[config.mk]
export PLATFORM = sky130hd
export DESIGN_NAME = wfpj_cordic_cell
export DESIGN_NICKNAME = d
export VERILOG_FILES = /design/src/hdl/wfpj_pkg.sv /design/src/hdl/wfpj_cordic_cell.sv
export SDC_FILE = /design/constraint.sdc
export NUM_CORES = 1
export LEC_CHECK = 0
export BUFFER_PORTS_ARGS = -buffer_cell sky130_fd_sc_hd__clkbuf_2
export CAP_MARGIN = 20
export CORE_ASPECT_RATIO = 1.2
export CORE_MARGIN = 2
export CORE_UTILIZATION = 41
export CTS_BUF_LIST = sky130_fd_sc_hd__clkbuf_4
export DETAILED_ROUTE_END_ITERATION = 12
export PLACE_DENSITY = 0.76
export SLEW_MARGIN = 5
export SYNTH_ARGS = -nofsm -noshare
export SYNTH_HDL_FRONTEND = slang
export SYNTH_SLANG_ARGS = --single-unit
[constraint.sdc]
create_clock -name clk -period 3 [get_ports clk]
set_input_delay 0.45 -clock clk [delete_from_list [all_inputs] [get_ports clk]]
set_output_delay 0.45 -clock clk [all_outputs]
set_load 0.03 [all_outputs]
[src/hdl/wfpj_pkg.sv]
// Shared types, constants and helpers for the world-to-frame point transform.
package wfpj_pkg;

  localparam int unsigned CORDIC_STEPS = 30;
  localparam int unsigned IN_W         = 144;
  localparam int unsigned OUT_W        = 384;
  localparam int unsigned ANG_W        = 34;
  localparam int unsigned DIFF_W       = 33;

  localparam logic signed [ANG_W-1:0] CORDIC_GAIN = 34'sd652032874;
  localparam logic signed [15:0]      QUARTER_POS = 16'sd16384;
  localparam logic signed [15:0]      QUARTER_NEG = -16'sd16384;

  localparam logic [31:0] ATAN_TURN32 [CORDIC_STEPS] = '{
    32'h20000000, 32'h12E4051E, 32'h09FB385B, 32'h051111D4, 32'h028B0D43,
    32'h0145D7E1, 32'h00A2F61E, 32'h00517C55, 32'h0028BE53, 32'h00145F2F,
    32'h000A2F98, 32'h000517CC, 32'h00028BE6, 32'h000145F3, 32'h0000A2FA,
    32'h0000517D, 32'h000028BE, 32'h0000145F, 32'h00000A30, 32'h00000518,
    32'h0000028C, 32'h00000146, 32'h000000A3, 32'h00000051, 32'h00000029,
    32'h00000014, 32'h0000000A, 32'h00000005, 32'h00000003, 32'h00000001
  };

  typedef struct packed {
    logic                     vld;
    logic                     flip;
    logic signed [ANG_W-1:0]  x;
    logic signed [ANG_W-1:0]  y;
    logic signed [ANG_W-1:0]  z;
    logic signed [DIFF_W-1:0] dx;
    logic signed [DIFF_W-1:0] dy;
  } cord_t;

  function automatic logic [31:0] sat32(input logic signed [63:0] v);
    logic [31:0] r;
    if (v > 64'sh000000007FFFFFFF) begin
      r = 32'h7FFFFFFF;
    end else if (v < -64'sh0000000080000000) begin
      r = 32'h80000000;
    end else begin
      r = v[31:0];
    end
    return r;
  endfunction

endpackage

[src/hdl/wfpj_cordic_cell.sv]
// One rotation-mode CORDIC iteration with the point offsets carried alongside.
module wfpj_cordic_cell #(
  parameter int unsigned STEP = 0
) (
  input  logic              clk,
  input  logic              rst,
  input  logic              en,
  input  wfpj_pkg::cord_t   cin,
  output wfpj_pkg::cord_t   cout
);

  logic signed [wfpj_pkg::ANG_W-1:0] x_sh;
  logic signed [wfpj_pkg::ANG_W-1:0] y_sh;
  logic signed [wfpj_pkg::ANG_W-1:0] at;
  wfpj_pkg::cord_t                   cout_next;

  assign x_sh = $signed(cin.x) >>> STEP;
  assign y_sh = $signed(cin.y) >>> STEP;
  assign at   = $signed({2'b00, wfpj_pkg::ATAN_TURN32[STEP]});

  always_comb begin
    cout_next = cin;
    cout_next.vld = cin.vld && !rst;
    if (!cin.z[wfpj_pkg::ANG_W-1]) begin
      cout_next.x = $signed(cin.x) - y_sh;
      cout_next.y = $signed(cin.y) + x_sh;
      cout_next.z = $signed(cin.z) - at;
    end else begin
      cout_next.x = $signed(cin.x) + y_sh;
      cout_next.y = $signed(cin.y) - x_sh;
      cout_next.z = $signed(cin.z) + at;
    end
  end

  always_ff @(posedge clk) begin
    if (en || rst) begin
      cout <= cout_next;
    end
  end

endmodule

After elaboration in Yosys (flattened, before gate mapping)
Index checks and enable logic that the tools add are counted.
{"block": "totals", "ff_bits": 170, "wordCells": 16, "inputBits": 173}
{"block": "classes", "add_sub_neg": 5, "n_reduce_logical": 3, "muxes": 1}
{"op": "102-bit 2-to-1 mux", "n": 1}
{"op": "34-bit subtractor", "n": 2}
{"op": "34-bit by 31-bit adder with 34-bit output (second input constant)", "n": 1}
{"op": "34-bit adder", "n": 1}
{"op": "34-bit by 31-bit subtractor with 34-bit output (second input constant)", "n": 1}
{"op": "1-bit logical AND", "n": 1}
{"op": "1-bit logical NOT", "n": 1}
{"op": "1-bit logical OR", "n": 1}

Logic depth before layout (Yosys ltp)
{"block": "depth", "ltp_word": 2, "ltp_mapped": 11, "mapped_depth_nobuf": 11}

Worst setup path after synthesis
No wires, ideal clock.
{"block": "synth_path", "path_type": "in2reg", "startpoint": "input port en", "endpoint": "register cout[0] (netlist bit), enable pin", "slack_ns": 0.026, "stages": 1, "setup_ns": 0.458, "t_arrival_ns": 2.516, "path_buffers": 0, "path_cell_list": "or2_2"}
{"block": "synth_between", "elab_chain_len": 1}
{"item": "from (decl)", "line_no": "wfpj_cordic_cell.sv:7", "rtl": "input logic en,"}
{"item": "1-bit logical OR", "line_no": "wfpj_cordic_cell.sv:36", "rtl": "if (en || rst) begin"}
{"item": "to (signal assigned)", "line_no": "wfpj_cordic_cell.sv:37", "rtl": "cout <= cout_next;"}
{"item": "to (decl)", "line_no": "wfpj_cordic_cell.sv:9", "rtl": "output wfpj_pkg::cord_t cout"}
No other way between the ends.
A chain may end at the register's enable or synchronous reset.

==> impl_metrics.toml <==
[place]
place_area_um2 = 14930
dp_hpwl_um = 34940
io_buffers = 342
dp_slack_ps = -354.8
gp_congestion = 1.023
dp_cells = 1971

[sta]
fmax_mhz = 354.0
tightest_slew_ps = 775.8
setup_violations = 0
fin_setup_tns_ps = 0
layout_min_cycle_time_ps = 2825
worst_slack_ps = 175.1
slew_viol_final = 0
fin_crit_sh = 0.9416
slew_headroom = 0.4822
rsz0062_at_grt = "false"
finalHoldViolations = 0

[cts]
cts_buffer_depth = 2
cts_made_buffers = 17
cts_root_buf = "clkbuf_4"
ctsHtreeMaxLevel = 4
cts_sinks = 169
tritoncts = "yes"
path_clk_slew_ps = 150
cts_resized = 0

[die]
die_h_um = 186.0
core_um2 = 27170
rows = 66
die_area_um2 = 28950
ios = 343
start_util = 0.4166
chipWidth_um = 155.7

[detailed_routing]
wl_per_cell_um = 21.36
drt_iter0_drc = 1015
vias = 11320
vias_per_cell = 5.423
drc = 0
wirelength_um = 44590
first_pass_iters = 5
drtAntennaViolNets = 0

[finish]
num-fill-cells = 2336
fin_area_um2 = 16040
drive_gt1_frac = 0.3536
final_nets = 2008
area_growth_pct = 41.75
largest_reg_flops = 169
reg_top3 = "cout (169)"
top_register = "cout"
instances_no_fill = 2088

[min_path]
hold_path.class = "in2reg"

[global_routing]
track_usage = 0.2929
grt_max_degree = 89
grt.overflow.total = 0
antenna_found_initial = 5
grt_first_pass_wirelength_um = 63600
grt_pass1_vias = 11230

[logic_synthesis]
synth_nets = 1398
syn_avg_cell_area_um2 = 10.11
yosysSeqAreaShare = 0.4484
synth-compound-area-share = 0.1954
synth-edff-count = 169
synthAdderAreaFrac = 0.1198
synthCells = 1119
synthMuxAreaShare = 0.01150
synthesis.area_um2 = 11320
synth_top_family_by_area = "compound AO/OA/AOI/OAI gates"
synth_top_area_share = 0.4484
ys.flop_type = "edfxtp_1"
ys_top_cells_by_count = "edfxtp_1, a21oi_1, ha_1, inv_1, nor2_1"
yosys.area_share.simple = 0.1169
synth_cell_types = 78
yosysMostFrequentCell = "edfxtp_1"
ys_warn_count = 0
async_reset_ff_frac = 0
synth_seq_cells = 169
ys_top_cells_by_area = "edfxtp_1, ha_1, a21oi_1"
synth_xor_area_frac = 0.05185
synth_area_leader_cell = "edfxtp_1"

[setup_path]
crit_path_end_kind = "flip-flop"
arrival_ps = 3180
critical_path_required_ps = 3350
start_kind = "input port"
path_class = "in2reg"
worst-path-max-fanout = 7

[flow_run]
cap_viol_max_count = 0

[pwr]
powerDensity_nw_per_um2 = 485.6
max-vdd-ir-drop_uv = 243.8
p_leak_uw = 0.007435

[outcome]
status = "complete, no violations"
through the flow:
stage               hold slack, ps  power (uW)    util
floorplan                    548.9        4979       -
global placement             627.0        6224  0.5496
detailed placement           628.6        6242  0.5496
CTS                         0.1747        7736  0.5811
global route                -3.973        8097  0.5904
finish                       31.96        7789  0.5904
layout by cell type, fill, tap and decap left out, drive strengths merged, types with 19 or more instances in the layout:
| cell type | n |
|---|---|
| inv | 111 |
| ha | 102 |
| edfxtp | 169 |
| a21oi | 120 |
| o21ai | 82 |
| nand3 | 20 |
| a21o | 19 |
| buf | 217 |
| o21bai | 20 |
| nor3 | 28 |
| nand2 | 51 |
| dlygate4sd3 | 79 |
| xnor2 | 60 |
| nor2 | 78 |
| clkbuf | 359 |
critical path, stage by stage:
cell      delay (ps)
clkbuf_2          90
inv_1             40
ha_1             450
buf_4            220
nand4_1          180
buf_4            190
nor4_1           400
o21ai_0          200
nand3_1          280
o21ai_1          230
o221ai_1         200
o21ai_1          100
xnor2_1          140
report_power, final:
group / leakage, uW / switching [uW] / total [uW] / internal (uW)
Sequential: 0.00172 / 139 / 3160 / 3020
Combinational: 0.00555 / 2020 / 3170 / 1150
Clock: 0.000161 / 995 / 1460 / 460
area by class of cell:
type	count	area (um2)	area share
repair buffers	638	4207	0.2622
multi-input cells	796	5609	0.3497
clock buffers	17	127.6	0.007956
diodes	6	15.01	0.0009360
inverters	107	406.6	0.02535
flip-flops and latches	169	5075	0.3164
clock inverters	15	176.4	0.01100
well taps	340	425.4	0.02652
timing repair:
| item | in CTS | in global routing |
|---|---|---|
| hold buffers | 55 | 24 |
| buffers inserted | 0 | 0 |
| hold endpoints to repair | 55 | 24 |
path summary, 6_finish.rpt:
check / startpoint / end / cells past startpoint
worst max-delay path: cin[108] / cout[131] / 13
worst min-delay path: cin[13] / cout[13] / 1
per-layer routing:
layer,vias up,track usage,wire (um)
met4,0,0.1596,2638
met3,133,0.09057,4176
met1,5325,0.3366,16810
met2,573,0.4881,20960
li1,5293,-,-
met5,-,0,0
cell families (layout without fill, tap and decap cells):
kind of cell	Yosys count	after routing
adders and majority gates	106	106
DFF	169	169
xor gates and xnor gates	67	67
buffers and inverters	154	777
AOI/OAI and AO/OA	346	346
and+or+nand+nor	264	264
other	0	6
muxes	13	13
(Power assumes the default switching activity.)
