$ cat src/hdl/wfpj_pkg.sv
// Shared types, constants and helpers for the world-to-frame point transform.
package wfpj_pkg;

  localparam int unsigned CORDIC_STEPS = 30;
  localparam int unsigned IN_W         = 144;
  localparam int unsigned OUT_W        = 384;
  localparam int unsigned ANG_W        = 34;
  localparam int unsigned DIFF_W       = 33;

  localparam logic signed [ANG_W-1:0] CORDIC_GAIN = 34'sd652032874;
  localparam logic signed [15:0]      QUARTER_POS = 16'sd16384;
  localparam logic signed [15:0]      QUARTER_NEG = -16'sd16384;

  localparam logic [31:0] ATAN_TURN32 [CORDIC_STEPS] = '{
    32'h20000000, 32'h12E4051E, 32'h09FB385B, 32'h051111D4, 32'h028B0D43,
    32'h0145D7E1, 32'h00A2F61E, 32'h00517C55, 32'h0028BE53, 32'h00145F2F,
    32'h000A2F98, 32'h000517CC, 32'h00028BE6, 32'h000145F3, 32'h0000A2FA,
    32'h0000517D, 32'h000028BE, 32'h0000145F, 32'h00000A30, 32'h00000518,
    32'h0000028C, 32'h00000146, 32'h000000A3, 32'h00000051, 32'h00000029,
    32'h00000014, 32'h0000000A, 32'h00000005, 32'h00000003, 32'h00000001
  };

  typedef struct packed {
    logic                     vld;
    logic                     flip;
    logic signed [ANG_W-1:0]  x;
    logic signed [ANG_W-1:0]  y;
    logic signed [ANG_W-1:0]  z;
    logic signed [DIFF_W-1:0] dx;
    logic signed [DIFF_W-1:0] dy;
  } cord_t;

  function automatic logic [31:0] sat32(input logic signed [63:0] v);
    logic [31:0] r;
    if (v > 64'sh000000007FFFFFFF) begin
      r = 32'h7FFFFFFF;
    end else if (v < -64'sh0000000080000000) begin
      r = 32'h80000000;
    end else begin
      r = v[31:0];
    end
    return r;
  endfunction

endpackage

$ cat src/hdl/wfpj_skid.sv
// Two-word output buffer that parts the pipeline from the downstream handshake.
module wfpj_skid (
  input  logic                        clk,
  input  logic                        rst,
  input  logic                        push,
  input  logic [wfpj_pkg::OUT_W-1:0]  din,
  output logic                        full,
  output logic                        tvalid,
  input  logic                        tready,
  output logic [wfpj_pkg::OUT_W-1:0]  tdata
);

  logic [wfpj_pkg::OUT_W-1:0] mem [2];
  logic                       wr_ptr;
  logic                       rd_ptr;
  logic [1:0]                 cnt;
  logic                       pop;

  assign pop    = tvalid && tready;
  assign tvalid = (cnt != 2'd0);
  assign full   = (cnt == 2'd2);
  assign tdata  = mem[rd_ptr];

  always_ff @(posedge clk) begin
    if (push) begin
      mem[wr_ptr] <= din;
    end
  end

  always_ff @(posedge clk) begin
    if (rst) begin
      wr_ptr <= 1'b0;
      rd_ptr <= 1'b0;
      cnt    <= 2'd0;
    end else begin
      if (push) wr_ptr <= ~wr_ptr;
      if (pop) rd_ptr <= ~rd_ptr;
      if (push && !pop) begin
        cnt <= cnt + 2'd1;
      end else if (pop && !push) begin
        cnt <= cnt - 2'd1;
      end
    end
  end

endmodule

$ cat config.mk
export PLATFORM = sky130hd
export DESIGN_NAME = wfpj_skid
export DESIGN_NICKNAME = d
export VERILOG_FILES = /design/src/hdl/wfpj_pkg.sv /design/src/hdl/wfpj_skid.sv
export SDC_FILE = /design/constraint.sdc
export NUM_CORES = 1
export LEC_CHECK = 0
export ABC_AREA = 1
export ABC_CLOCK_PERIOD_IN_PS = 30500
export BUFFER_PORTS_ARGS = -buffer_cell sky130_fd_sc_hd__buf_2
export CAP_MARGIN = 20
export CORE_AREA = 2 2 302 304
export CTS_CLUSTER_DIAMETER = 150
export CTS_CLUSTER_SIZE = 14
export DETAILED_ROUTE_END_ITERATION = 7
export DIE_AREA = 0 0 304 306
export GPL_TIMING_DRIVEN = 0
export SLEW_MARGIN = 20
export SYNTH_ARGS = -nofsm -noshare
export SYNTH_HDL_FRONTEND = slang
export SYNTH_SLANG_ARGS = --single-unit
$ cat constraint.sdc
create_clock -name clk -period 30.5 [get_ports clk]
set_input_delay 6.1 -clock clk [delete_from_list [all_inputs] [get_ports clk]]
set_output_delay 6.1 -clock clk [all_outputs]
set_load 0.03 [all_outputs]
After elaboration in Yosys (flattened, before gate mapping) --
Memories as Yosys holds them, arrays and structs flattened. A register that Yosys moved wholly into a read port is not among the register bits. Cells that the tools add are included.
Operators by class: add/sub/neg operators 2, multiply operators 0, divide/modulo/power cells 0, magnitude comparators 0, equality and inequality tests 1, shifts and indexed selects 0, muxes and demuxes 6, bitwise logic cells 2, reductions and logical operators 7
Operator list (number):
- 1-bit two-way mux | 4
- 2-bit two-way mux | 2
- 2-bit nonzero test | 2
- 1-bit logical AND | 3
- 2-bit by 1-bit adder with 2-bit output (second input constant) | 1
- 2-bit equality test (second input constant) | 1
- 1-bit zero test | 2
- 1-bit NOT | 2
- 2-bit by 1-bit subtractor with 2-bit output (second input constant) | 1
Storage, ports and cells: bits in registers 4, latch bits 0, memory bits (writable) 768, bits in read-only memories 0, input port bits 388, memories 1
Memory list:
- mem | depth 2, bits a word 384, rd ports 1, clocked after Yosys merged registers in 1, wr ports 1, line wfpj_skid.sv:13 | logic [wfpj_pkg::OUT_W-1:0] mem [2];

Logic depth before layout (Yosys ltp) --
depth in word-level cells 5, depth in mapped cells 10, gate-level depth less buffers 10

Worst setup path before layout --
OpenSTA, ideal clock, no wires.
path kind input to register, from in push, to mem mem[0][0] in the netlist's numbering, enable pin, setup time 1.150 ns, data arrival time 22.173 ns, required time 29.350 ns, path slack 7.177 ns, stages on the path 2, buffers on the path 0, path through inv_1 nor2_1
Between the ends: word-level cells in the longest chain between the ends 2
Ends and longest elaborated chain:
- start: declaration | line wfpj_skid.sv:5 | input logic push,
- 1-bit two-way mux | line wfpj_skid.sv:25 | if (push) begin
- 1-bit two-way mux (implied by the code) | line wfpj_skid.sv:26 | mem[wr_ptr] <= din;
- end: declaration | line wfpj_skid.sv:13
Every way passes these cells.

==> results.json <==
{
  "final_cells": 3285,
  "cp_cell_sequence": "buf_6 -> buf_8 -> buf_8 -> mux2_4 -> buf_2",
  "fp.dieH_um": 306,
  "met2_length_um": 35400,
  "die_w_um": 304,
  "hpwl_um": 49300,
  "arrival_ns": 2.16,
  "timing.final.hold_violations": 0,
  "drive_gt1_share_pct": 61.3,
  "final_nets": 2477,
  "placed_cells": 3201,
  "grt_pass1_vias": 15700,
  "seq_area_frac_synth_pct": 78.5,
  "rsz0062_at_grt": "no",
  "cts_sinks": 773,
  "required_ns": 24.40,
  "vdd_drop_max_mv": 0.0667,
  "met3_length_um": 5590,
  "cap_violations": 0,
  "fin_crit_ns": 8.26,
  "floorplan.initialDensity_pct": 32.9,
  "synth_area_per_cell_um2": 24.0,
  "ff_latch_area_um2": 23200,
  "cts_max_level": 2,
  "end_kind": "output pin",
  "min_from": "rd_ptr$_SDFFE_PP0P_",
  "grt_antenna_before_repair": 14,
  "hold_buffers": 0,
  "drt_iter0_drc": 606,
  "numCtsBuffers": 61,
  "holdWs_ns": 0.528,
  "port_buffers": 773,
  "nFillCells": 8004,
  "row_count": 110,
  "clk_pin_slew_ns": 0.07,
  "top_layer_used": "met5",
  "synthesis.area_um2": 29500,
  "post_cts_buffers": 0,
  "detail-route-antenna-nets": 0,
  "status": "finished clean",
  "worstMarginPinSlew_ns": 0.596,
  "crit_fanout": 10,
  "cts_tree": "done",
  "wl_met1_um": 23600,
  "slowest_stage": "mux2_4",
  "grt_max_degree": 97,
  "p_leak_nw": 14.4,
  "clock.fmax_mhz": 121,
  "synth_nets": 1619,
  "cts_buffer_depth": 3,
  "ys_warn_count": 0,
  "slew_headroom_pct": 60.3,
  "routabilityCongestion": 0.790,
  "finalCritPeriodShare_pct": 27.1,
  "design.portCount": 774,
  "num_vias": 14400,
  "wl_per_cell_um": 20.2,
  "clockRootBuffer": "clkbuf_16",
  "skew_ns": 0.0285,
  "path_class": "flop to output pin",
  "grt_overflow": 0,
  "multi_input_area_um2": 5780,
  "crit_family": "buffers and inverters",
  "grt_pass1_wl_um": 96700,
  "crit_buf_inv": 4,
  "clk_latency_ns": 0.63,
  "finalSetupViolCount": 0,
  "cts_resized": 0,
  "synthesis.instances": 1230,
  "layout_common_cells": "buf_2 (775), edfxtp_1 (768), mux2_4 (360)",
  "r2r_slack_ns": 27.87,
  "cp_common_cell": "buf_8",
  "hp-class": "flop to flop",
  "wl_um": 66500,
  "powerDensity_nw_per_um2": 65.8,
  "synth_cell_type_count": 17,
  "cpPeakStageDelay_ns": 0.34,
  "core_um2": 89600,
  "drv_slew": 0,
  "ys_ff_latch": 773,
  "viasPerCell": 4.38,
  "drc": 0,
  "r2r_start": "wr_ptr$_SDFFE_PP0P_",
  "die_area_um2": 93000,
  "area_growth_pct": 25.6,
  "start_kind": "flop",
  "drt_pass1_iterations": 4,
  "track_usage_pct": 13.7,
  "final_common_cell": "buf_2"
}
## routing by layer
layer	track usage, %	vias to the layer above
met2	25.5	513
met5	0	-
li1	-	6602
met3	5.14	118
met4	4.58	14
met1	14.1	7134
## cell type report
cell class,count,share of cell area [%]
multi-input combinational,406,15.6
inverter,8,0.101
clock inverter,2,0.0675
antenna,6,0.0405
buffer,43,1.43
sequential,773,62.5
timing repair buffer,795,11.9
clock buffer,76,4.38
tap,1176,3.97
## per-stage QoR
step / instance area [um^2] / util, % / setup TNS [ns] / setup slack (ns) / power [mW]
4_1_cts: 37100 / 41.4 / 0 / 22.09 / 2.48
3_3_place_gp: 34800 / 38.9 / -767.59 / -2.07 / 1.79
5_1_grt: 37100 / 41.4 / 0 / 22.08 / 2.53
2_1_floorplan: 29500 / - / 0 / 7.18 / 1.63
3_5_place_dp: 35400 / 39.5 / 0 / 21.92 / 1.76
6_report: 37100 / 41.4 / 0 / 22.24 / 2.44
## Yosys cell counts, drive strengths merged
| library cell | instances | area share [%] |
|---|---|---|
| nand2 | 8 | 0.10 |
| nor2 | 6 | 0.076 |
| nor3 | 1 | 0.017 |
| nand4 | 1 | 0.021 |
| dfxtp | 5 | 0.34 |
| ha | 1 | 0.042 |
| mux2 | 384 | 19 |
| nand3 | 2 | 0.034 |
| inv | 8 | 0.10 |
| edfxtp | 768 | 78 |
| o21ai | 1 | 0.017 |
| a21oi | 2 | 0.034 |
| buf | 43 | 1.8 |
## final timing paths
check / cells past startpoint / end
min reg2reg: 2 / rd_ptr$_SDFFE_PP0P_
max: 5 / tdata[222]
min: 2 / rd_ptr$_SDFFE_PP0P_
max reg2reg: 8 / mem[0][0]$_DFFE_PP_
## flip-flops by register name, indices dropped and copies added, names as in the netlist, named ones only
signal	count
rd_ptr	1
wr_ptr	1
mem	768
cnt	2
## tightest hold or removal path, stage by stage (launching register included)
cell     delay (ns)
dfxtp_1        0.33
a21oi_1        0.06
nor2_1         0.10
## power by group
part / leakage [nW] / switching (mW) / internal, mW / total, mW
logic: 6.35 / 0.290 / 0.198 / 0.488
registers: 7.25 / 0.0129 / 1.23 / 1.24
clock network: 0.803 / 0.338 / 0.368 / 0.706
total: 14.4 / 0.641 / 1.80 / 2.44
## kinds of logic (layout without fill, tap and decap cells)
kind of cell,after synthesis,after routing,synth area share [%]
flops,773,773,78.5
mux,384,384,19.2
buf+inv,51,924,1.90
simple gates,18,18,0.250
compound gates,3,3,0.0509
fa+ha+maj,1,1,0.0424
other cells,0,6,0
(Power assumes the default switching activity.)
